==> config.mk <==
export PLATFORM = sky130hd
export DESIGN_NAME = msm_ram
export DESIGN_NICKNAME = d
export VERILOG_FILES = /design/src/hdl/msm_ram.sv
export SDC_FILE = /design/constraint.sdc
export NUM_CORES = 1
export LEC_CHECK = 0
export BUFFER_PORTS_ARGS = -buffer_cell sky130_fd_sc_hd__clkbuf_2
export CAP_MARGIN = 15
export CORE_MARGIN = 5
export CORE_UTILIZATION = 52
export CTS_BUF_LIST = sky130_fd_sc_hd__clkbuf_8
export CTS_CLUSTER_SIZE = 25
export DETAILED_ROUTE_END_ITERATION = 7
export PLACE_DENSITY = 0.67
export SYNTH_ARGS = -nofsm -noshare
export SYNTH_HDL_FRONTEND = slang
export SYNTH_SLANG_ARGS = --single-unit
==> constraint.sdc <==
create_clock -name clock -period 1.9 [get_ports clock]
set_clock_uncertainty 0.1 [all_clocks]
set_input_delay 0.095 -clock clock [delete_from_list [all_inputs] [get_ports clock]]
set_output_delay 0.095 -clock clock [all_outputs]
set_load 0.01 [all_outputs]
==> src/hdl/msm_ram.sv <==
`default_nettype none

module msm_ram #(
   parameter int WIDTH = 8,
   parameter int DEPTH = 16
) (
   input  wire logic                     clock,
   input  wire logic                     write_enable,
   input  wire logic [$clog2(DEPTH)-1:0] write_address,
   input  wire logic [WIDTH-1:0]         write_data,
   input  wire logic [$clog2(DEPTH)-1:0] read_address,
   output logic [WIDTH-1:0]              read_data
);

   logic [WIDTH-1:0] mem_ff [DEPTH];
   logic [WIDTH-1:0] read_data_ff;

   // One write port and one registered read port.
   always_ff @(posedge clock) begin
      if (write_enable) begin
         mem_ff[write_address] <= write_data;
      end
      read_data_ff <= mem_ff[read_address];
   end

   assign read_data = read_data_ff;

endmodule

`default_nettype wire

=== Word level (Yosys, flattened, before mapping) ===
Memories as Yosys holds them, arrays and structs flattened. A register that Yosys moved wholly into a read port is not among the register bits.
Cells that the tools add are included.

* Register bits: 0
* Memory bits (writable): 128
* Input bits: 18
* Memories kept: 1

* Mux-type cells: 2

{| class="wikitable"
|+ Memory list
! name !! words !! bits a word !! read ports !! clocked after Yosys merged registers in !! write ports !! line !! text
|-
| mem_ff || 16 || 8 || 1 || 1 || 1 || 15 || <nowiki>logic [WIDTH-1:0] mem_ff [DEPTH];</nowiki>
|}

{| class="wikitable"
|+ Operators with widths
! cell !! number
|-
| $mux 1 || 2
|}

=== Logic depth before layout (Yosys ltp) ===
Gate-level depths: netlist (run 1).

* Depth in word-level cells: 2
* Mapped depth: 5
* Gate-level depth less buffers: 3

=== Worst setup path before layout (run 1) ===
Ideal clock, no wire load.

* Path type: input to register
* From: input port write_address[2]
* To: memory mem_ff[0][0] (enable)
* Arrival time: 1.205 ns
* Path slack: 0.212 ns
* Cell stages on the path: 2
* Path buffers: 0
* Cell sequence: or3b_2 > nor3_1

{| class="wikitable"
|+ RTL lines
! what !! line !! text
|-
| start: declaration || 9 || <nowiki>input wire logic [$clog2(DEPTH)-1:0] write_address,</nowiki>
|-
| end: declaration || 15 ||
|}

No word-level cell before the write port.

==> run_results.csv, run 1 <==
group,metric,value,unit
drt,drt_wl_total,9760,um
synthesis,yosysWarningCount,0,
synthesis,postSynthCellCount,229,
drt,wl_per_cell,22.4,um
worst_setup_path,required,2.11,ns
clocking,clock-root-buffer,"clkbuf_8",
floorplanning,fp.dieH,109,um
timing,worst_pin_slew,0.597,ns
synthesis,synth_top_area_cell,"edfxtp_1",
synthesis,synth_area,5150,sq um
synthesis,yosysTopAreaCellShare,74.7,%
worst_setup_path,worst_setup_path_end_kind,"register",
synthesis,syn_area_per_cell,22.5,sq um
layout,area_delta_synth_final,18.1,%
synthesis,synth-seq-cells,136,
drt,viasPerCell,5.65,
layout,insertedDiodeCount,0,
timing,max_slew_margin,60.0,%
layout,drive_gt1_share,30.7,%
pwr,max-vdd-ir-drop,0.436,mV
global_route,grt.busiest_layer,"met2",
clocking,numCtsBuffers,17,
drt,via_count,2465,
global_route,overflow,0,
global_route,grtUsageMet1,25.6,%
clocking,tritoncts,"yes",
clocking,cts.sinks,136,
place,port_buffers,25,
pwr,p_per_area,1060,nW/um^2
worst_setup_path,slowest_delay,0.52,ns
place,pre_cts_slack,0.219,ns
drt,drtIter0Drc,142,
drt,drc,0,
timing,min_period,1.49,ns
global_route,grt_max_degree,33,
layout,fillerInstances,710,
global_route,grt_pass1_wl,15200,um
synthesis,ys.flop_type,"edfxtp_1",
clocking,holdBufCountCts,5,
timing,final_max_slew_viol_count,0,
clocking,postCtsSetupRepairBufs,0,
job,maxCapViolations,0,
global_route,first_global_vias,2563,
synthesis,synthArstFlopShare,0,%
global_route,grtUsageTotal,18.4,%
clocking,cts_resized,0,
timing,hold_viol_final,0,
drt,antenna_left,0,
place,dp_hpwl,6190,um
worst_setup_path,worstPathMaxFanout,1,
pwr,finalPower,6.47,mW
hold_path,hold_class,"input port to register",
run_status,status,"finished, final reports clean",
floorplanning,coreArea,9730,sq um
global_route,globalRouteMet3Util,5.75,%
clocking,cts_max_level,4,
synthesis,ys_types,19,
floorplanning,die_x,109,um
worst_setup_path,critPathLaunchType,"register",
clocking,cts_buffer_depth,2,
clocking,clk_pin_slew,0.08,ns
synthesis,ys_top_cells_by_area,"edfxtp_1 (75%), mux4_2 (7.9%), mux4_1 (7.1%)",
timing,finalSetupViolCount,0,
floorplanning,row_count,36,
worst_setup_path,path_class,"register to register",
synthesis,yosysSeqAreaShare,77.8,%
floorplanning,start_util,52.9,%
place,gp_congestion,0.742,
floorplanning,pin_count,26,
synthesis,syn_nets,247,
global_route,use_met2,28.0,%
worst_setup_path,crit_chain,"mux4_1 > a22oi_1 > nand2_1",
synthesis,synth-edff-count,128,
pwr,leakage,2.10,nW
layout,multi_input_area,1060,sq um
worst_setup_path,slowest_stage,"mux4_1",
global_route,grt_antenna_before_repair,0,
clocking,insertion_delay,0.43,ns
timing,fin_setup_tns,0,ns
timing,timing.final.ws_setup,0.415,ns
floorplanning,die_area,12000,sq um
timing,rsz0062_at_grt,"false",
layout,regArea,4000,sq um
drt,drt-pass1-iter-count,5,
layout,nets,308,
worst_setup_path,cp_data_arrival_time,1.70,ns
timing,period_share,78.2,%
timing,max_freq,673,MHz
==> cell usage after synthesis (all sizes together) (2+ instances only) <==
cell type,n
edfxtp,128
mux4,32
a22oi,16
nor2,13
nand2,9
dfxtp,8
buf,7
nor3,4
clkdlybuf4s25,3
nand2b,2
nand3b,2
==> critical path, delay by kind of cell (launching register included) <==
kind | cells | cell delay, ns
AO/OA/AOI/OAI | 1 | 0.32
multiplexers | 1 | 0.52
AND/OR/NAND/NOR | 1 | 0.08
flip-flops | 1 | 0.36
==> routing by layer <==
metal | share of wire, % | vias to the layer above
li1 | - | 1093
met1 | 43 | 1285
met2 | 50 | 81
met3 | 6.2 | 6
met4 | 0.88 | 0
met5 | 0 | -
==> registers in the layout (all words and copies together) (netlist names) <==
signal / count
read_data: 8
mem_ff: 128
==> placed cells by master, fill, tap and decap left out <==
cell type / Yosys / final
nand3_1: 1 / 1
and2_1: 1 / 1
and2b_1: 1 / 1
nor3_1: 4 / 4
buf_12: 0 / 3
a22oi_1: 16 / 16
nor2b_1: 1 / 1
bufinv_16: 0 / 6
dfxtp_1: 8 / 8
mux4_2: 18 / 18
nand3b_1: 2 / 2
clkinv_2: 0 / 1
nor2_1: 13 / 13
inv_1: 0 / 5
mux4_1: 14 / 14
or3b_2: 1 / 1
clkinvlp_4: 0 / 1
edfxtp_1: 128 / 128
nand2b_1: 2 / 2
clkbuf_8: 0 / 19
nand2_1: 9 / 9
dlygate4sd3_1: 0 / 5
buf_4: 1 / 19
clkbuf_2: 0 / 25
==> metrics by stage <==
stage | util [%] | area, sq um | hold WS (ns) | std cells
2_1_floorplan | - | 5150 | 0.0939 | 229
3_3_place_gp | 57.1 | 5560 | 0.386 | 399
3_5_place_dp | 57.1 | 5560 | 0.385 | 399
4_1_cts | 62.5 | 6080 | 0.0131 | 436
5_1_grt | 62.5 | 6080 | 0.0221 | 436
6_report | 62.5 | 6080 | 0.0322 | 436
==> logic make-up after synthesis <==
logic type / synth area share [%]
DFF: 77.8
and+or+nand+nor: 3.18
muxes: 15.0
AOI/OAI and AO/OA: 2.33
buffers and inverters: 1.68
==> cell type report <==
type	count	area share, %
timing repair buffer	52	6.22
tap	133	2.74
sequential	136	65.9
multi-input combinational	83	17.4
clock buffer	19	4.30
clock inverter	13	3.48
==> power by group <==
part	total [mW]	internal (mW)	switching, mW
combinational	0.328	0.146	0.182
sequential	3.37	3.35	0.0205
clock	2.77	1.74	1.03
total	6.47	5.24	1.23
==> worst paths after layout <==
check | depth (start not counted) | startpoint | end | slack, ns
setup reg to reg | 3 | mem_ff[1][3]$_DFFE_PP_ | read_data[3]$_DFF_P_ | 0.41
hold reg to reg | 3 | mem_ff[14][3]$_DFFE_PP_ | read_data[3]$_DFF_P_ | 0.57
setup / recovery | 3 | mem_ff[1][3]$_DFFE_PP_ | read_data[3]$_DFF_P_ | 0.41
hold / removal | 1 | write_data[7] | mem_ff[2][7]$_DFFE_PP_ | 0.03
(Power assumes the default switching activity.)
==> run 2, diff against run 1 <==
- ABC_AREA: default -> 1
- clock period: 1.9 -> 1.5 ns (I/O delays scaled with it)
==> run 2 against run 1 <==
Sequential share of layout area fell by 5.8 points. Synthesized area is 12% higher. Via count increased by 56%.
==> run_results.csv, run 2 <==
group,metric,value,unit
run_status,status,"finished, final reports clean",
place,dp_hpwl,7910,um
drt,drc,0,
pwr,switching_share,21.7,%
synthesis,synth_fa_ha_area_share,0,%
synthesis,postSynthCellCount,551,
worst_setup_path,reg2reg_from,"mem_ff[11][2]$_DFFE_PP_",
drt,drt_wl_total,12100,um
floorplanning,coreArea,10800,sq um
layout,nets,629,
clocking,clk_pin_slew,0.06,ns
global_route,grtUsageTotal,20.1,%
layout,final_cells,764,
global_route,grt_antenna_before_repair,0,
timing,final_max_slew_viol_count,0,
worst_setup_path,slowest_delay,0.54,ns
place,port_buffers,25,
floorplanning,fp.dieH,115,um
synthesis,yosysWarningCount,0,
drt,drtIter0Drc,309,
clocking,cts_buffer_depth,2,
hold_path,hp-start,"read_address[2]",
worst_setup_path,cp_data_arrival_time,1.42,ns
place,gp_congestion,0.886,
synthesis,synthArstFlopShare,0,%
global_route,use_met2,32.3,%
timing,max_freq,876,MHz
worst_setup_path,slowest_stage,"dlygate4sd3_1",
synthesis,synth-edff-count,128,
pwr,p_sw,1.72,mW
pwr,p_per_area,1190,nW/um^2
clocking,tritoncts,"yes",
floorplanning,die_area,13300,sq um
synthesis,ys.flop_type,"edfxtp_1",
timing,finalSetupViolCount,0,
pwr,p_clk_share,39.4,%
layout,drive_gt1_share,13.8,%
pwr,p_seq_share,53.9,%
clocking,numCtsBuffers,17,
layout,final_cell_mix,"nand2_1 (173), edfxtp_1 (128), inv_1 (101)",
worst_setup_path,required,1.78,ns
hold_path,min_path_cells,4,
synthesis,syn_area_per_cell,10.5,sq um
synthesis,synth_top_family_by_area,"simple AND/OR/NAND/NOR gates",
global_route,globalRouteMet3Util,4.68,%
layout,regMostFlops,"mem_ff",
worst_setup_path,r2r-end,"read_data[2]$_DFF_P_",
job,maxCapViolations,0,
worst_setup_path,crit_chain,"dlygate4sd3_1 > clkbuf_2 > inv_1 > nand3_1 > nand2_1",
global_route,grt_pass1_wl,19700,um
drt,viasPerCell,5.04,
global_route,grt_max_degree,49,
synthesis,yosysSeqAreaShare,69.4,%
timing,worst_pin_slew,0.378,ns
synthesis,yosysTopAreaCellShare,66.7,%
drt,via_count,3849,
synthesis,syn_nets,569,
place,dp_cells,723,
clocking,cts.sinks,136,
floorplanning,row_count,38,
pwr,intPower,6.21,mW
pwr,max-vdd-ir-drop,0.862,mV
timing,fin_setup_tns,0,ns
synthesis,synth_compound_area_share,0,%
worst_setup_path,worst_setup_path_end_kind,"register",
timing,period_share,76.1,%
synthesis,yosysMostFrequentCell,"nand2_1",
synthesis,synth_top_area_cell,"edfxtp_1",
synthesis,ys_top_cells_by_area,"edfxtp_1 (67%), nand2_1 (11%), nand3_1 (8.4%)",
hold_path,hold_class,"input port to register",
layout,layout_commonest_cell,"nand2_1",
layout,insertedDiodeCount,0,
synthesis,synth_xor_area_share,0,%
worst_setup_path,rrSetupSlack,0.42,ns
floorplanning,pin_count,26,
floorplanning,start_util,53.2,%
synthesis,synth_area,5770,sq um
global_route,grtUsageMet1,26.6,%
pwr,comb_power_share,6.7,%
synthesis,ys_top_cells_by_count,"nand2_1 (173), edfxtp_1 (128), inv_1 (100), nand3_1 (97), nor2_1 (17)",
synthesis,muxShareOfSynthArea,0,%
drt,drt-pass1-iter-count,5,
timing,max_slew_margin,74.8,%
drt,wl_per_cell,15.8,um
hold_path,holdPathEnd,"read_data[0]$_DFF_P_",
pwr,leakage,2.94,nW
worst_setup_path,worstPathMaxFanout,9,
global_route,first_global_vias,3856,
clocking,insertion_delay,0.44,ns
layout,largest_reg_flops,128,
global_route,grt.busiest_layer,"met2",
synthesis,yosys.area_share.simple,21.0,%
worst_setup_path,path_class,"input port to register",
synthesis,synth-seq-cells,136,
worst_setup_path,critPathLaunchType,"input port",
clocking,cts_max_level,4,
global_route,overflow,0,
floorplanning,die_x,115,um
clocking,clock-root-buffer,"clkbuf_8",
timing,rsz0062_at_grt,"false",
synthesis,ys_types,12,
timing,hold_viol_final,0,
worst_setup_path,worst-r2r-cell-count,6,
layout,area_delta_synth_final,15.6,%
drt,antenna_left,0,
timing,min_period,1.14,ns
==> run 2: changes by cell type after synthesis, moves of 4 or more <==
cell | before | now
nand2_1 | 9 | 173
inv_1 | 0 | 100
nand3_1 | 1 | 97
mux4_2 | 18 | 0
a22oi_1 | 16 | 0
mux4_1 | 14 | 0
buf_2 | 3 | 13
nor2_1 | 13 | 17
nor3_1 | 4 | 0
==> run 2: logic make-up after synthesis <==
group / Yosys count
DFF: 136
buffers and inverters: 126
and+or+nand+nor: 289
==> run 2: worst max path at each step <==
stage	from	end	cells after the start
2_1_floorplan	write_address[2]	mem_ff[10][0]$_DFFE_PP_	2
3_3_place_gp	write_address[3]	mem_ff[5][1]$_DFFE_PP_	4
3_5_place_dp	write_address[3]	mem_ff[5][1]$_DFFE_PP_	4
4_1_cts	read_data[7]$_DFF_P_	read_data[7]	1
5_1_grt	read_data[5]$_DFF_P_	read_data[5]	1
6_report	read_address[3]	read_data[0]$_DFF_P_	5
==> run 2: metal layers <==
layer / share of wire, % / vias to the layer above / wire length [um]
met3: 6.2 / 24 / 749
met5: 0 / - / 0
met1: 43 / 1797 / 5200
met2: 48 / 136 / 5840
met4: 2.5 / 0 / 304
li1: - / 1892 / -
==> run 2: per-stage QoR <==
stage | setup WS (ns) | hold WS [ns] | utilization (%) | cell area [sq um] | total power, mW
5_1_grt | 0.318 | 0.0731 | 61.5 | 6670 | 8.23
2_1_floorplan | 0.374 | 0.0739 | - | 5770 | 4.66
4_1_cts | 0.349 | 0.0275 | 61.5 | 6670 | 7.98
3_3_place_gp | 0.269 | 0.366 | 56.8 | 6160 | 4.85
6_report | 0.358 | 0.0509 | 61.5 | 6670 | 7.93
3_5_place_dp | 0.249 | 0.367 | 56.8 | 6160 | 4.87
==> run 2: final cells by class <==
class                   count  area (sq um)
inverters                 102           383
repair buffers             65           473
fillers                   876          4170
well taps                 140           175
clock inverters            15           184
multi-input cells         289          1210
flip-flops and latches    136          4000
clock buffers              17           234
==> run 2: power by group through the flow <==
| stage | Sequential (mW) | Combinational, mW | Clock [mW] |
|---|---|---|---|
| after floorplan | 4.36 | 0.300 | 0 |
| after global placement | 4.35 | 0.501 | 0 |
| after detailed placement | 4.35 | 0.518 | 0 |
| after CTS | 4.27 | 0.539 | 3.18 |
| final | 4.27 | 0.534 | 3.12 |
| after global routing | 4.28 | 0.603 | 3.35 |
==> run 2: critical path, delay by kind of cell <==
family | cells | cell delay (ns)
buffers and inverters | 3 | 1.09
and+or+nand+nor | 2 | 0.25
==> run 2: repair_timing <==
action	4_1_cts	5_1_grt
buffers inserted	0	0
endpoints found under the hold margin	93	0
hold buffers	9	0
gates resized for setup	0	0
==> run 3, diff against run 2 <==
- PLACE_DENSITY: 0.67 -> 0.7
- clock period: 1.5 -> 1 ns (I/O delays scaled with it)
==> run 3 against run 2 <==
Final area is 4.6% higher. Critical path type is now register to primary output. The flow now finishes with violations (setup timing). Highest routed layer unchanged. Clock-buffer cell count stayed put. Cell count is 1.2% lower. Core utilization is 2.9 points higher. Wire length is 8.4% higher. First-iteration DRC count is 17% lower. Die area stayed put. Sequential power is 51% higher. Sequential share of layout area is 2.5 points lower. Global-route usage is 1.0 points higher. Largest cell class unchanged.
==> run_results.csv, run 3 (same netlist as run 2, synthesis figures left out) <==
group,metric,value,unit
run_status,status,"finished with violations",
run_status,failed_checks,"setup timing",
global_route,grt_pass1_wl,20500,um
layout,fin_util,64.3,%
floorplanning,die_area,13300,sq um
layout,largest_reg_flops,128,
worst_setup_path,path_class,"register to primary output",
clocking,numCtsBuffers,17,
pwr,p_seq_share,55.0,%
layout,fin_area,6980,sq um
clocking,cts_buffer_depth,2,
pwr,max-vdd-ir-drop,0.988,mV
timing,min_period,1.06,ns
worst_setup_path,cp_top_family,"flip-flops",
clocking,insertion_delay,0.43,ns
layout,insertedDiodeCount,0,
pwr,p_clk_share,36.5,%
pwr,switching_share,22.1,%
hold_path,hp-start,"read_address[2]",
worst_setup_path,crit_chain,"buf_8",
floorplanning,fp.dieH,115,um
timing,max_freq,948,MHz
worst_setup_path,reg2reg_from,"mem_ff[12][0]$_DFFE_PP_",
layout,final_cells,755,
worst_setup_path,r2r-end,"read_data[0]$_DFF_P_",
place,port_buffers,25,
timing,hold_viol_final,0,
place,gp_congestion,0.846,
global_route,grt_antenna_before_repair,0,
layout,area_delta_synth_final,21.0,%
pwr,comb_power_share,8.5,%
global_route,overflow,0,
worst_setup_path,critPathLaunchType,"register",
floorplanning,die_x,115,um
global_route,grt_max_degree,64,
timing,period_share,106,%
timing,rsz0062_at_grt,"true",
drt,drtIter0Drc,258,
pwr,intPower,9.11,mW
floorplanning,row_count,38,
clocking,clk_pin_slew,0.08,ns
worst_setup_path,rrSetupSlack,-0.04,ns
worst_setup_path,critPathBufInv,1,
floorplanning,coreArea,10800,sq um
worst_setup_path,cp_data_arrival_time,0.91,ns
hold_path,hold_class,"input port to register",
clocking,postCtsSetupRepairBufs,0,
place,dpl_cell_area,6220,sq um
pwr,p_per_area,1680,nW/um^2
hold_path,holdPathEnd,"read_data[7]$_DFF_P_",
worst_setup_path,worst_setup_path_end_kind,"primary output",
layout,drive_gt1_share,25.2,%
drt,drt_wl_total,13100,um
timing,final_max_slew_viol_count,0,
global_route,grtUsageTotal,21.2,%
pwr,leakage,3.04,nW
drt,wl_per_cell,17.4,um
drt,drt-pass1-iter-count,5,
worst_setup_path,worst-r2r-cell-count,6,
layout,layout_commonest_cell,"nand2_1",
worst_setup_path,cp-startpoint,"read_data[3]$_DFF_P_",
pwr,finalPower,11.7,mW
clocking,tritoncts,"yes",
clocking,cts.sinks,136,
clocking,cts_max_level,4,
place,dp_cells,721,
hold_path,min_path_cells,5,
floorplanning,pin_count,26,
place,dp_hpwl,8070,um
worst_setup_path,required,0.85,ns
timing,worst_pin_slew,0.518,ns
drt,drc,0,
drt,via_count,3926,
layout,final_cell_mix,"nand2_1 (170), edfxtp_1 (128), inv_1 (102)",
pwr,p_sw,2.58,mW
timing,finalSetupViolCount,12,
drt,antenna_left,0,
job,maxCapViolations,0,
layout,nets,621,
global_route,first_global_vias,3756,
timing,timing.final.ws_setup,-0.0553,ns
clocking,clock-root-buffer,"clkbuf_8",
timing,max_slew_margin,65.4,%
worst_setup_path,worstPathMaxFanout,1,
floorplanning,start_util,53.2,%
layout,regMostFlops,"mem_ff",
worst_setup_path,slowest_stage,"dfxtp_4",
timing,fin_setup_tns,-0.361,ns
worst_setup_path,slowest_delay,0.36,ns
drt,viasPerCell,5.20,
==> run 3: through the flow <==
step	setup WS [ns]	hold WS, ns
global route	-0.115	0.00249
global placement	-0.200	0.341
floorplan	-0.101	0.0489
detailed placement	-0.227	0.342
finish	-0.0553	0.00617
CTS	-0.103	0.00234
==> run 3: worst register-to-register path: stages (launching register included) <==
cell and delay (ns):
edfxtp_1 0.38, inv_1 0.08, nand2_1 0.07, nand3_2 0.09
nand3_2 0.09, nand3_2 0.09, nand2_2 0.05
==> run 3: layer usage <==
metal  part of all wire [%]  track usage, %
met5                      0               0
met4                    2.1            9.08
met3                    6.6            3.84
met2                     50            34.2
met1                     41            28.3
==> run 3: layout make-up <==
cell class                      count  area (sq um)
Tap cell                          140           175
Multi-Input combinational cell    289          1530
Inverter                          102           383
Clock inverter                     14           141
Timing Repair Buffer               57           502
Sequential cell                   136          4010
Clock buffer                       17           234
Fill cell                         856          3860
==> run 3: worst max path at each step <==
| stage | to | cells past startpoint |
|---|---|---|
| floorplan | mem_ff[10][0]$_DFFE_PP_ | 2 |
| global placement | read_data[3]$_DFF_P_ | 7 |
| detailed placement | read_data[3]$_DFF_P_ | 7 |
| CTS | read_data[3] | 1 |
| global route | read_data[0]$_DFF_P_ | 6 |
| finish | read_data[3] | 1 |
==> run 3: power groups by stage <==
stage	clock (mW)	combinational [mW]	sequential, mW
finish	4.27	0.990	6.43
global route	4.62	1.09	6.43
CTS	4.36	0.919	6.42
detailed placement	0	0.841	6.54
global placement	0	0.824	6.53
floorplan	0	0.454	6.54
==> run 3: repair_timing <==
action,CTS,global route
hold buffers,3,0
setup endpoints to repair,16,16
hold endpoints to repair,40,0
resized for setup,40,42
pin swaps,43,22
