<file path="src/hdl/msm_pkg.sv">
`default_nettype none

package msm_pkg;

   // Block dimensions.
   localparam int CHANNELS    = 32;
   localparam int WINDOW      = 10;
   localparam int SAMPLE_BITS = 16;

   localparam int CH_BITS   = 5;
   localparam int CH_ABITS  = (CHANNELS > 1) ? $clog2(CHANNELS) : 1;
   localparam int POS_BITS  = $clog2(WINDOW);
   localparam int FILL_BITS = $clog2(WINDOW + 1);
   localparam int SUM_BITS  = SAMPLE_BITS + $clog2(WINDOW);
   localparam int WIN_DEPTH = CHANNELS * WINDOW;
   localparam int WIN_ABITS = $clog2(WIN_DEPTH);

   // Floored division of the running sum by the window length. The sum is
   // offset by a multiple of the window length so that it is never negative,
   // and the quotient is then taken by a reciprocal multiplication that is
   // exact for every sum the window can hold.
   localparam longint SUM_BIAS   = longint'(WINDOW) * (longint'(1) << (SAMPLE_BITS - 1));
   localparam int     DIV_SHIFT  = SUM_BITS + 4;
   localparam longint DIV_MULT   = ((longint'(1) << DIV_SHIFT) + WINDOW - 1) / WINDOW;
   localparam int     MULT_BITS  = $clog2(DIV_MULT + 1);
   localparam int     PROD_BITS  = SUM_BITS + MULT_BITS;

   localparam logic [15:0] ERROR_LIMIT_RESET = 16'd20;

   // Command codes.
   localparam logic [1:0] CMD_LOAD = 2'd0;
   localparam logic [1:0] CMD_GOOD = 2'd1;
   localparam logic [1:0] CMD_BAD  = 2'd2;

   typedef struct packed {
      logic [1:0]                    cmd;
      logic [CH_BITS-1:0]            channel;
      logic signed [SAMPLE_BITS-1:0] value;
   } req_type;

   typedef struct packed {
      logic [CH_BITS-1:0]            out_channel;
      logic signed [SAMPLE_BITS-1:0] window_average;
      logic                          sample_over;
      logic                          alert;
      logic                          overwrote;
      logic                          disconnected;
      logic [15:0]                   error_count;
      logic [15:0]                   over_count;
      logic [31:0]                   overwrite_count;
      logic signed [SAMPLE_BITS-1:0] peak_value;
      logic signed [SAMPLE_BITS-1:0] floor_value;
      logic [15:0]                   received_count;
   } rsp_type;

   // Per-channel record held in the channel memory.
   typedef struct packed {
      logic signed [SAMPLE_BITS-1:0] limit;
      logic signed [SUM_BITS-1:0]    sum;
      logic signed [SAMPLE_BITS-1:0] peak;
      logic signed [SAMPLE_BITS-1:0] low;
      logic [15:0]                   err_cnt;
      logic [15:0]                   over_cnt;
      logic [31:0]                   ovw_cnt;
      logic [15:0]                   rcv_cnt;
   } rec_type;

   // Per-channel ring control held in flip-flops.
   typedef struct packed {
      logic [POS_BITS-1:0]  pos;
      logic [FILL_BITS-1:0] fill;
      logic                 connected;
   } ctl_type;

endpackage

`default_nettype wire

</file>
<file path="src/hdl/msm_update.sv">
`default_nettype none

module msm_update (
   input  wire msm_pkg::req_type                    req,
   input  wire msm_pkg::rec_type                    rec,
   input  wire msm_pkg::ctl_type                    ctl,
   input  wire logic signed [msm_pkg::SAMPLE_BITS-1:0] old_sample,
   input  wire logic [15:0]                         error_limit,
   output msm_pkg::rec_type                         rec_new,
   output msm_pkg::ctl_type                         ctl_new,
   output logic                                     win_write,
   output msm_pkg::rsp_type                         rsp
);

   import msm_pkg::*;

   logic signed [SAMPLE_BITS-1:0] old_v;
   logic signed [SUM_BITS-1:0]    sum_next;
   logic [SUM_BITS-1:0]           biased;
   logic [PROD_BITS-1:0]          product;
   logic [SAMPLE_BITS-1:0]        quotient;
   logic signed [SAMPLE_BITS-1:0] avg;
   logic                          full;
   logic                          over;
   logic                          alert;
   logic                          ovw;
   logic                          sample_done;
   logic [15:0]                   err_next;

   // An entry at or beyond the fill count has not been written since load.
   assign full  = (ctl.fill >= FILL_BITS'(WINDOW));
   assign old_v = full ? old_sample : '0;

   // Running sum after the sample replaces the oldest entry.
   assign sum_next = rec.sum + SUM_BITS'(req.value) - SUM_BITS'(old_v);

   // Floored average by offset and reciprocal multiplication.
   assign biased   = SUM_BITS'(sum_next) + SUM_BITS'(SUM_BIAS);
   assign product  = PROD_BITS'(biased) * PROD_BITS'(DIV_MULT);
   assign quotient = product[DIV_SHIFT +: SAMPLE_BITS];
   assign avg      = {~quotient[SAMPLE_BITS-1], quotient[SAMPLE_BITS-2:0]};

   assign err_next = (rec.err_cnt == 16'hFFFF) ? rec.err_cnt : rec.err_cnt + 16'd1;

   // Command decode and record update.
   always_comb begin
      rec_new     = rec;
      ctl_new     = ctl;
      win_write   = 1'b0;
      over        = 1'b0;
      alert       = 1'b0;
      ovw         = 1'b0;
      sample_done = 1'b0;
      unique case (req.cmd)
         CMD_LOAD: begin
            rec_new           = '0;
            rec_new.limit     = req.value;
            rec_new.low       = req.value;
            ctl_new.pos       = '0;
            ctl_new.fill      = '0;
            ctl_new.connected = 1'b1;
         end
         CMD_GOOD: begin
            if (ctl.connected) begin
               sample_done = 1'b1;
               win_write   = 1'b1;
               if (rec.rcv_cnt != 16'hFFFF) begin
                  rec_new.rcv_cnt = rec.rcv_cnt + 16'd1;
               end
               if (full) begin
                  ovw = 1'b1;
                  if (rec.ovw_cnt != 32'hFFFF_FFFF) begin
                     rec_new.ovw_cnt = rec.ovw_cnt + 32'd1;
                  end
               end else begin
                  ctl_new.fill = ctl.fill + FILL_BITS'(1);
               end
               rec_new.sum = sum_next;
               ctl_new.pos = (ctl.pos == POS_BITS'(WINDOW - 1)) ? '0 : ctl.pos + POS_BITS'(1);
               if (req.value > rec.peak) begin
                  rec_new.peak = req.value;
               end
               if (req.value < rec.low) begin
                  rec_new.low = req.value;
               end
               if (req.value > rec.limit) begin
                  over = 1'b1;
                  if (rec.over_cnt != 16'hFFFF) begin
                     rec_new.over_cnt = rec.over_cnt + 16'd1;
                  end
                  alert = (avg > rec.limit);
               end
            end
         end
         CMD_BAD: begin
            if (ctl.connected) begin
               if (rec.rcv_cnt != 16'hFFFF) begin
                  rec_new.rcv_cnt = rec.rcv_cnt + 16'd1;
               end
               rec_new.err_cnt = err_next;
               if (err_next > error_limit) begin
                  ctl_new.connected = 1'b0;
               end
            end
         end
         default: begin
         end
      endcase
   end

   // Status transaction.
   always_comb begin
      rsp.out_channel     = req.channel;
      rsp.window_average  = sample_done ? avg : '0;
      rsp.sample_over     = over;
      rsp.alert           = alert;
      rsp.overwrote       = ovw;
      rsp.disconnected    = ~ctl_new.connected;
      rsp.error_count     = rec_new.err_cnt;
      rsp.over_count      = rec_new.over_cnt;
      rsp.overwrite_count = rec_new.ovw_cnt;
      rsp.peak_value      = rec_new.peak;
      rsp.floor_value     = rec_new.low;
      rsp.received_count  = rec_new.rcv_cnt;
   end

endmodule

`default_nettype wire

</file>
<file path="config.mk">
export PLATFORM = sky130hd
export DESIGN_NAME = msm_update
export DESIGN_NICKNAME = d
export VERILOG_FILES = /design/src/hdl/msm_pkg.sv /design/src/hdl/msm_update.sv
export SDC_FILE = /design/constraint.sdc
export NUM_CORES = 1
export LEC_CHECK = 0
export BUFFER_PORTS_ARGS = -buffer_cell sky130_fd_sc_hd__buf_4
export CAP_MARGIN = 40
export CORE_AREA = 2 2 198 200
export DETAILED_ROUTE_END_ITERATION = 12
export DIE_AREA = 0 0 200 202
export GPL_TIMING_DRIVEN = 0
export PLACE_DENSITY = 0.72
export SYNTH_ARGS = -nofsm -noshare
export SYNTH_HDL_FRONTEND = slang
export SYNTH_SLANG_ARGS = --single-unit
</file>
<file path="constraint.sdc">
create_clock -name vclk -period 19.84
set_clock_uncertainty 0.15 [all_clocks]
set_input_delay 3.968 -clock vclk [all_inputs]
set_output_delay 3.968 -clock vclk [all_outputs]
set_load 0.05 [all_outputs]
</file>
* Word-level counts from Yosys, hierarchy flattened
Index checks and enable logic that the tools add are counted.
Operators by class: add/subtract/negate cells 9, reduce and logical (&&, ||, !) cells 1, order comparisons 6, bitwise gates (word level) 2, equality and inequality tests 7, multiplexer cells 37, $mul 1
Operators by type and width (count):
- 2-to-1 mux 16 bit | 11
- case mux 52 bit (2 select lines) | 1
- case mux 48 bit (2 select lines) | 1
- greater-than comparator 16 bit | 4
- 2-to-1 mux 32 bit | 2
- 2-to-1 mux 64 bit | 1
- 2-to-1 mux 52 bit | 1
- adder 16 x 1 -> 16 bit, second input constant | 3
- case mux 16 bit (3 select lines) | 1
- multiplier 20 x 20 -> 39 bit, second input constant | 1
- adder 32 x 1 -> 32 bit, second input constant | 1
- != test 16 bit, second input constant | 2
- != test 32 bit, second input constant | 1
- case mux 16 bit (2 select lines) | 1
- adder 20 x 16 -> 20 bit | 1
- adder 20 bit, second input constant | 1
- subtractor 20 x 16 -> 20 bit | 1
- == test 16 bit, second input constant | 1
- less-than comparator 16 bit | 1
- case mux 8 bit (2 select lines) | 1
- 2-to-1 mux 1 bit | 13
- adder 4 x 1 -> 4 bit, second input constant | 2
- 2-to-1 mux 4 bit | 2
- 2-to-1 mux 8 bit | 1
- other kinds (7) | 8
Word-level totals: output and inout bits 295, logic and storage cells 63, register bits after elaboration 0, input port bits 212

* Logic depth before layout (Yosys ltp)
Gate-level depths: netlist (run 1).
depth after elaboration 10, mapped depth 51, depth with buffers taken out 49

* Worst setup path after synthesis (run 1)
Ideal clock, no wire load.
path type input to output, from input port ctl[1] (netlist name), to output port rsp[114] (netlist name), required time 15722 ps, cell stages on the path 46, arrival time 14034 ps, slack 1688 ps, path buffers 2, cell sequence inv_1 > ha_1 > o31a_1 > clkbuf_1 > and2_1 > fa_1 > fa_1 > and2b_1 > o21ai_1 > a31oi_1 > o21ai_1 > o31ai_1 > mux2i_1 > o2111ai_2 > a21oi_2 > xor2_1 > ha_1 > fa_1 > [... 10 more ...] > nand4_1 > a31oi_1 > o211ai_2 > a21boi_1 > o21a_1 > a21oi_1 > xnor2_1 > ha_1 > a21o_1 > a21o_1 > a21oi_1 > nor2b_1 > o21ai_0 > nand2b_1 > a21oi_1 > nand3_1 > o2111a_1 > buf_4
On the way: cells in the longest elaborated chain, start to end 10
Ends and longest elaborated chain:
- start, declared | line msm_update.sv:6 | input wire msm_pkg::ctl_type ctl,
- greater-or-equal comparator 4 bit * | line msm_update.sv:31 | assign full = (ctl.fill >= FILL_BITS'(WINDOW));
- 2-to-1 mux 16 bit * | line msm_update.sv:32 | assign old_v = full ? old_sample : '0;
- subtractor 20 x 16 -> 20 bit * | line msm_update.sv:35 | assign sum_next = rec.sum + SUM_BITS'(req.value) - SUM_BITS'(old_v);
- adder 20 bit * | line msm_update.sv:38 | assign biased = SUM_BITS'(sum_next) + SUM_BITS'(SUM_BIAS);
- multiplier 20 x 20 -> 39 bit * | line msm_update.sv:39 | assign product = PROD_BITS'(biased) * PROD_BITS'(DIV_MULT);
- NOT 1 bit | line msm_update.sv:41 | assign avg = {~quotient[SAMPLE_BITS-1], quotient[SAMPLE_BITS-2:0]};
- greater-than comparator 16 bit * | line msm_update.sv:91 | alert = (avg > rec.limit);
- 2-to-1 mux 1 bit * | line msm_update.sv:86 | if (req.value > rec.limit) begin
- 2-to-1 mux 1 bit * | line msm_update.sv:64 | if (ctl.connected) begin
- 2-to-1 mux 1 bit * | line msm_update.sv:54 | unique case (req.cmd)
- end, declared | line msm_update.sv:12 | output msm_pkg::rsp_type rsp
Every way passes the cells marked *; elsewhere a longest branch is shown, timed or not.

* Final worst setup path (run 1)
Same ends and word-level chain as after synthesis.

==> results of run 1 <==
layout make-up:
| class | instances | share of cell area |
|---|---|---|
| repair buffers | 520 | 0.197 |
| multi-input cells | 1370 | 0.640 |
| well taps | 518 | 0.0327 |
| plain buffers | 167 | 0.0548 |
| inverters | 396 | 0.0749 |
| diodes | 6 | 0.000756 |
cells in the final DEF (no fill, tap or decap), types with 4 or more instances in the layout:
master    synthesis  routed
a211oi_1          7       7
a21o_1           45      45
a21oi_1          79      78
a21oi_2           4       5
a22o_1           40      40
a22oi_1           5       5
a31oi_1          13      10
and2_1           35      35
and3_1           23      23
and4_1            8       8
buf_2             6       9
buf_4           120     635
clkbuf_1         37      36
diode_2           0       6
fa_1            158     158
ha_1            300     299
inv_1           395     395
mux2_2            4       4
mux2i_1          21      21
nand2_1         104     104
nand2b_1          9       9
nand3_1          41      41
nand4_1          46      46
nor2_1          102     101
nor2b_1          18      18
nor3_1           28      28
nor4_1           10      10
o21a_1           16      15
o21ai_0          73      71
o21ai_1           6       7
o31ai_1           8       7
or3_1            12      12
xnor2_1          57      56
xor2_1           43      40
xor2_2            1       4
logic make-up after synthesis:
logic type / count (synthesis) / synth area share
fa+ha+maj: 458 / 0.456
simple gates: 452 / 0.150
xor+xnor: 101 / 0.0588
compound gates: 333 / 0.148
mux: 26 / 0.0183
buf+inv: 563 / 0.169
critical path, delay by kind of cell:
kind / cells / cell delay (ps)
AOI/OAI and AO/OA: 18 / 3790
xor gates and xnor gates: 2 / 390
adders and majority gates: 13 / 4840
buffers and inverters: 9 / 1070
and+or+nand+nor: 8 / 1190
worst min-delay path by stage:
stage          startpoint  endpoint  depth (start not counted)  slack, ps
2_1_floorplan     req[16]  rsp[132]                          1       7950
3_3_place_gp      req[20]  rsp[136]                          2       8040
3_5_place_dp      req[16]  rsp[132]                          2       8040
4_1_cts           req[17]  rsp[133]                          2       8040
5_1_grt           req[17]  rsp[133]                          2       8040
6_report          req[16]  rsp[132]                          2       8040
through the flow:
step / worst slack, ps / setup TNS (ps) / instances / area (um2) / hold WS [ps]
after floorplan: 1690 / 0 / 1933 / 15200 / 7950
after global placement: -896 / -896 / 2949 / 19600 / 8040
after detailed placement: -541 / -541 / 2962 / 19700 / 8040
after CTS: 10.4 / 0 / 2966 / 19700 / 8040
after global routing: -37.3 / -37.3 / 2976 / 19800 / 8040
final: 451 / 0 / 2977 / 19800 / 8040
metal layers:
metal / global-route usage / part of all wire
met3: 0.0681 / 0.086
met1: 0.446 / 0.41
met5: 0 / 0
met4: 0.152 / 0.053
met2: 0.542 / 0.45
repair_timing:
item / in CTS / in global routing
cloned: 0 / 0
resized for setup: 8 / 15
pin swaps: 1 / 7
setup endpoints to repair: 1 / 1
setup buffers: 4 / 5
==> reports/metrics.yaml, run 1 <==
via_per_inst: 5.45
antenna_found_initial: 5
ant_nets: 0
core-area_um2: 38300
die_y_um: 202
cp-startpoint: "ctl[1]"
die_area_um2: 40400
first_pass_iters: 7
grt_pass1_wl_um: 102000
synthMostInstantiatedCell: "inv_1"
overflow: 0
syn_to_final_growth_pct: 30.8
hold_class: "in2out"
clockBufferCount: 0
multi_input_area_um2: 12700
wl_um: 71100
worst_setup_path_start_kind: "input pin"
slew_headroom: 0.410
cp_slowest_cell: "fa_1"
initial_core_util: 0.396
synth_common_cells: "395 x inv_1, 300 x ha_1, 158 x fa_1"
drtIter0Drc: 1102
finalWeightedCongestion: 1.02
worst_pin_slew_ps: 882
syn_inst: 1933
drv_slew: 0
dp_hpwl_um: 62500
track_usage: 0.341
critPathMaxStageDelay_ps: 530
die_width_um: 200
ctsHoldBuffers: 0
synthTopCellsByArea: "ha_1 25%, fa_1 21%, inv_1 9.8%"
grt_max_degree: 11
io_pins: 507
critPathRequiredTime_ps: 15720
synth_area_leader_cell: "ha_1"
cp_common_cell: "ha_1"
vias: 16200
yosys_warnings: 0
drive_gt1_frac: 0.280
fp-row-count: 72
grt_pass1_vias: 15900
synth.distinct_cells: 73
final_hold_viol_count: 0
cp_data_arrival_time_ps: 15270
synth-seq-area-share: 0
end_kind: "output port"
crit_end: "rsp[114]"
crit_fanout: 10
wire_per_inst_um: 23.9
finalSetupViolations: 0
drc_errors: 0
min_period_over_period: 0.977
netlist.area_leader.share: 0.247
port_buffers: 498
regArea_um2: 0
avgSynthCellArea_um2: 7.85
status: "completed"
final_nets: 3125
cap_violations: 0
min_period_ps: 19390
syn_area_um2: 15200
setup.worst_path.class: "in2out"
synth_fp_nets: 2603
utilization: 0.518
seq_cells: 0
fmax_ghz: 0.0516
nFillCells: 3666
Power of run 1 is left out: the tool's default activity adds up to more than one toggle a clock period on the data nets, which glitch-free logic cannot reach.
==> run 2, diff against run 1 <==
--- a/config.mk
+++ b/config.mk
@@ -7,11 +7,11 @@
 export LEC_CHECK = 0
 export BUFFER_PORTS_ARGS = -buffer_cell sky130_fd_sc_hd__buf_4
 export CAP_MARGIN = 40
-export CORE_AREA = 2 2 198 200
+export CORE_AREA = 2 2 196 198
 export DETAILED_ROUTE_END_ITERATION = 12
-export DIE_AREA = 0 0 200 202
+export DIE_AREA = 0 0 198 200
 export GPL_TIMING_DRIVEN = 0
-export PLACE_DENSITY = 0.72
+export PLACE_DENSITY = 0.76
 export SYNTH_ARGS = -nofsm -noshare
 export SYNTH_HDL_FRONTEND = slang
 export SYNTH_SLANG_ARGS = --single-unit
==> constraint.sdc (replaced) <==
create_clock -name vclk -period 16.9
set_clock_uncertainty 0.15 [all_clocks]
set_input_delay 3.38 -clock vclk [all_inputs]
set_output_delay 3.38 -clock vclk [all_outputs]
set_load 0.005 [all_outputs]
==> reports/metrics.yaml, run 2 (synthesis gave the netlist of run 1 again) <==
status: "finished, violations left"
violations: "setup timing"
wl_um: 73800
fp-row-count: 71
drtIter0Drc: 1052
wire_per_inst_um: 24.5
min_period_ps: 17260
final_nets: 3172
min_period_over_period: 1.02
multi_input_area_um2: 13300
worst_pin_slew_ps: 941
io_pins: 507
seq_cells: 0
crit_fanout: 5
tns_ps: -359
cp_slowest_cell: "fa_1"
track_usage: 0.359
nFillCells: 3458
cp_data_arrival_time_ps: 13730
overflow: 0
fin_ws_ps: -359
hold-worst-slack_ps: 6780
finalWeightedCongestion: 1.02
layout.cells.non_filler: 3013
rsz0062_at_grt: "yes"
syn_to_final_growth_pct: 37.7
critPathMaxStageDelay_ps: 590
setup.worst_path.class: "in2out"
antenna_found_initial: 4
first_pass_iters: 6
regArea_um2: 0
worst_setup_path_start_kind: "input pin"
via_per_inst: 5.45
hold_class: "in2out"
ctsHoldBuffers: 0
slew_headroom: 0.368
critPathRequiredTime_ps: 13370
finalSetupViolations: 1
port_buffers: 498
core-area_um2: 37400
clockBufferCount: 0
end_kind: "output port"
die_y_um: 200
layout_common_cells: "677 x buf_4, 384 x inv_1, 269 x ha_1"
fmax_ghz: 0.0579
initial_core_util: 0.406
dp_hpwl_um: 63200
cp_common_cell: "ha_4"
final_hold_viol_count: 0
grt_pass1_vias: 16300
die_width_um: 198
ant_nets: 0
grt_max_degree: 11
drv_slew: 0
die_area_um2: 39600
dpl.cell_count: 2951
drive_gt1_frac: 0.326
grt_pass1_wl_um: 104000
vias: 16400
final_common_cell: "buf_4"
drc_errors: 0
cap_violations: 0
## run 2: layer usage
layer,vias up,global-route usage,wire length [um]
met5,-,0,26
met3,180,0.0630,6070
met4,4,0.214,5370
met2,778,0.584,33400
met1,8008,0.447,28900
li1,7453,-,-
## run 2: through the flow
stage | worst slack (ps) | utilization | area [um2]
floorplan | 138 | - | 15200
global placement | -2220 | 0.523 | 19600
detailed placement | -2370 | 0.525 | 19600
CTS | -49.1 | 0.549 | 20500
global route | -638 | 0.559 | 20900
finish | -359 | 0.559 | 20900
## run 2: final timing paths
| kind | startpoint | to | cells past startpoint |
|---|---|---|---|
| hold / removal | req[16] | rsp[132] | 2 |
| setup / recovery | ctl[2] | rsp[114] | 46 |
## run 2: repair_timing
item | in CTS | in global routing
resized for setup | 104 | 44
gates cloned | 1 | 0
buffers inserted | 48 | 16
pin swaps | 76 | 47
endpoints found under the setup margin | 16 | 1
## run 2: final cells by class
class | count | area share
Tap cell | 511 | 0.0306
Multi-Input combinational cell | 1370 | 0.638
Inverter | 396 | 0.0713
Timing Repair Buffer | 571 | 0.209
Buffer | 163 | 0.0516
Antenna cell | 2 | 0.000239
## run 2: critical path: cells and delay by family
family | cells | cell delay (ps)
AND/OR/NAND/NOR | 8 | 1140
XOR/XNOR | 2 | 460
multiplexers | 1 | 310
buffers and inverters | 10 | 1290
adder cells (fa/ha/maj) | 11 | 4260
AO/OA/AOI/OAI | 14 | 2890
Power of run 2 is left out for the same reason.
==> run 3, diff against run 2 <==
--- a/config.mk
+++ b/config.mk
@@ -5,13 +5,14 @@
 export SDC_FILE = /design/constraint.sdc
 export NUM_CORES = 1
 export LEC_CHECK = 0
+export ABC_AREA = 1
 export BUFFER_PORTS_ARGS = -buffer_cell sky130_fd_sc_hd__buf_4
 export CAP_MARGIN = 40
 export CORE_AREA = 2 2 196 198
 export DETAILED_ROUTE_END_ITERATION = 12
 export DIE_AREA = 0 0 198 200
 export GPL_TIMING_DRIVEN = 0
-export PLACE_DENSITY = 0.76
+export PLACE_DENSITY = 0.83
 export SYNTH_ARGS = -nofsm -noshare
 export SYNTH_HDL_FRONTEND = slang
 export SYNTH_SLANG_ARGS = --single-unit
==> reports/metrics.yaml, run 3 <==
final_nets: 3888
track_usage: 0.383
critPathMaxStageDelay_ps: 570
final_common_cell: "buf_4"
die_width_um: 198
grt_pass1_wl_um: 113000
end_kind: "output port"
synth-seq-area-share: 0
dp_hpwl_um: 69200
cap_violations: 0
syn_to_final_growth_pct: 28.2
antenna_found_initial: 5
utilization: 0.599
io_pins: 507
avgSynthCellArea_um2: 6.50
layout_common_cells: "654 x buf_4, 569 x inv_1, 492 x nand2_1"
synth_area_leader_cell: "ha_1"
die_area_um2: 39600
nFillCells: 3561
syn_area_um2: 17500
critPathRequiredTime_ps: 13370
dpl.cell_count: 3707
fp-row-count: 71
status: "completed"
synthTopCellsByArea: "ha_1 21%, fa_1 18%, inv_1 12%"
finalWeightedCongestion: 1.04
grt_max_degree: 11
crit_fanout: 10
die_y_um: 200
cp_slowest_cell: "fa_1"
ant_nets: 0
synthSimpleGateAreaFrac: 0.266
drc_errors: 0
ctsHoldBuffers: 0
synth.distinct_cells: 55
synth_fp_nets: 3357
worst_pin_slew_ps: 1030
finalSetupViolations: 0
overflow: 0
final_hold_viol_count: 0
netlist.area_leader.share: 0.215
synthAdderAreaFrac: 0.396
slew_headroom: 0.313
drv_slew: 0
synth-compound-area-share: 0.124
syn_inst: 2687
seq_cells: 0
synth.mux.area_fraction: 0
layout.cells.non_filler: 3732
min_period_over_period: 0.971
drive_gt1_frac: 0.242
synth_common_cells: "572 x inv_1, 499 x nand2_1, 300 x ha_1"
hold_class: "in2out"
cp_data_arrival_time_ps: 12880
core-area_um2: 37400
clockBufferCount: 0
yosys_warnings: 0
synth_top_family_by_area: "adder cells"
via_per_inst: 5.45
drtIter0Drc: 1924
worst_setup_path_start_kind: "input pin"
min_period_ps: 16410
regArea_um2: 0
wl_um: 78100
setup.worst_path.class: "in2out"
wire_per_inst_um: 20.9
first_pass_iters: 8
port_buffers: 500
synthMostInstantiatedCell: "inv_1"
grt_pass1_vias: 19100
synth_xor_area_frac: 0.0256
fmax_ghz: 0.0609
vias: 20300
initial_core_util: 0.467
==> run 3: final timing paths <==
path	startpoint	end	slack [ps]	depth (start not counted)
max	ctl[1]	rsp[114]	490	45
min	req[19]	rsp[135]	6780	2
==> run 3: per-stage QoR <==
| step | setup TNS [ps] | hold WS, ps | setup WS [ps] | instance area, um2 |
|---|---|---|---|---|
| finish | 0 | 6780 | 491 | 22400 |
| global route | -67.5 | 6780 | -67.5 | 22400 |
| CTS | 0 | 6780 | 5.05 | 22000 |
| detailed placement | -695 | 6780 | -695 | 21900 |
| global placement | -628 | 6780 | -628 | 21900 |
| floorplan | 0 | 6660 | 1330 | 17500 |
==> run 3: kinds of logic (layout without fill, tap and decap cells) <==
family / Yosys count / after routing
simple gates: 1046 / 1046
buf+inv: 748 / 1277
fa+ha+maj: 458 / 458
compound gates: 384 / 384
xor+xnor: 51 / 51
other cells: 0 / 5
==> run 3: final cells by class <==
cell class / instances / area (um2) / share of cell area
Multi-Input combinational cell: 1939 / 14500 / 0.645
Tap cell: 511 / 639 / 0.0285
Timing Repair Buffer: 529 / 3970 / 0.177
Buffer: 165 / 1120 / 0.0500
Inverter: 583 / 2200 / 0.0982
Antenna cell: 5 / 12.5 / 0.000558
==> run 3: metal layers <==
layer  global-route usage  part of all wire  vias to the layer above
met4                0.151             0.050                        2
met3                0.123              0.13                      202
li1                     -                 -                     9546
met5                    0           0.00015                        -
met2                0.595              0.43                     1174
met1                0.493              0.39                     9403
==> run 3: critical path: cells and delay by family <==
kind	cells	cell delay, ps
AO/OA/AOI/OAI	5	870
XOR/XNOR	2	770
adder cells (fa/ha/maj)	12	5000
buffers and inverters	11	1190
AND/OR/NAND/NOR	15	1640
==> run 3: timing repair <==
item	4_1_cts	5_1_grt
setup buffers	0	20
setup endpoints to repair	1	1
resized for setup	9	69
cloned	0	0
pin swaps	0	9
Power of run 3 is left out for the same reason.
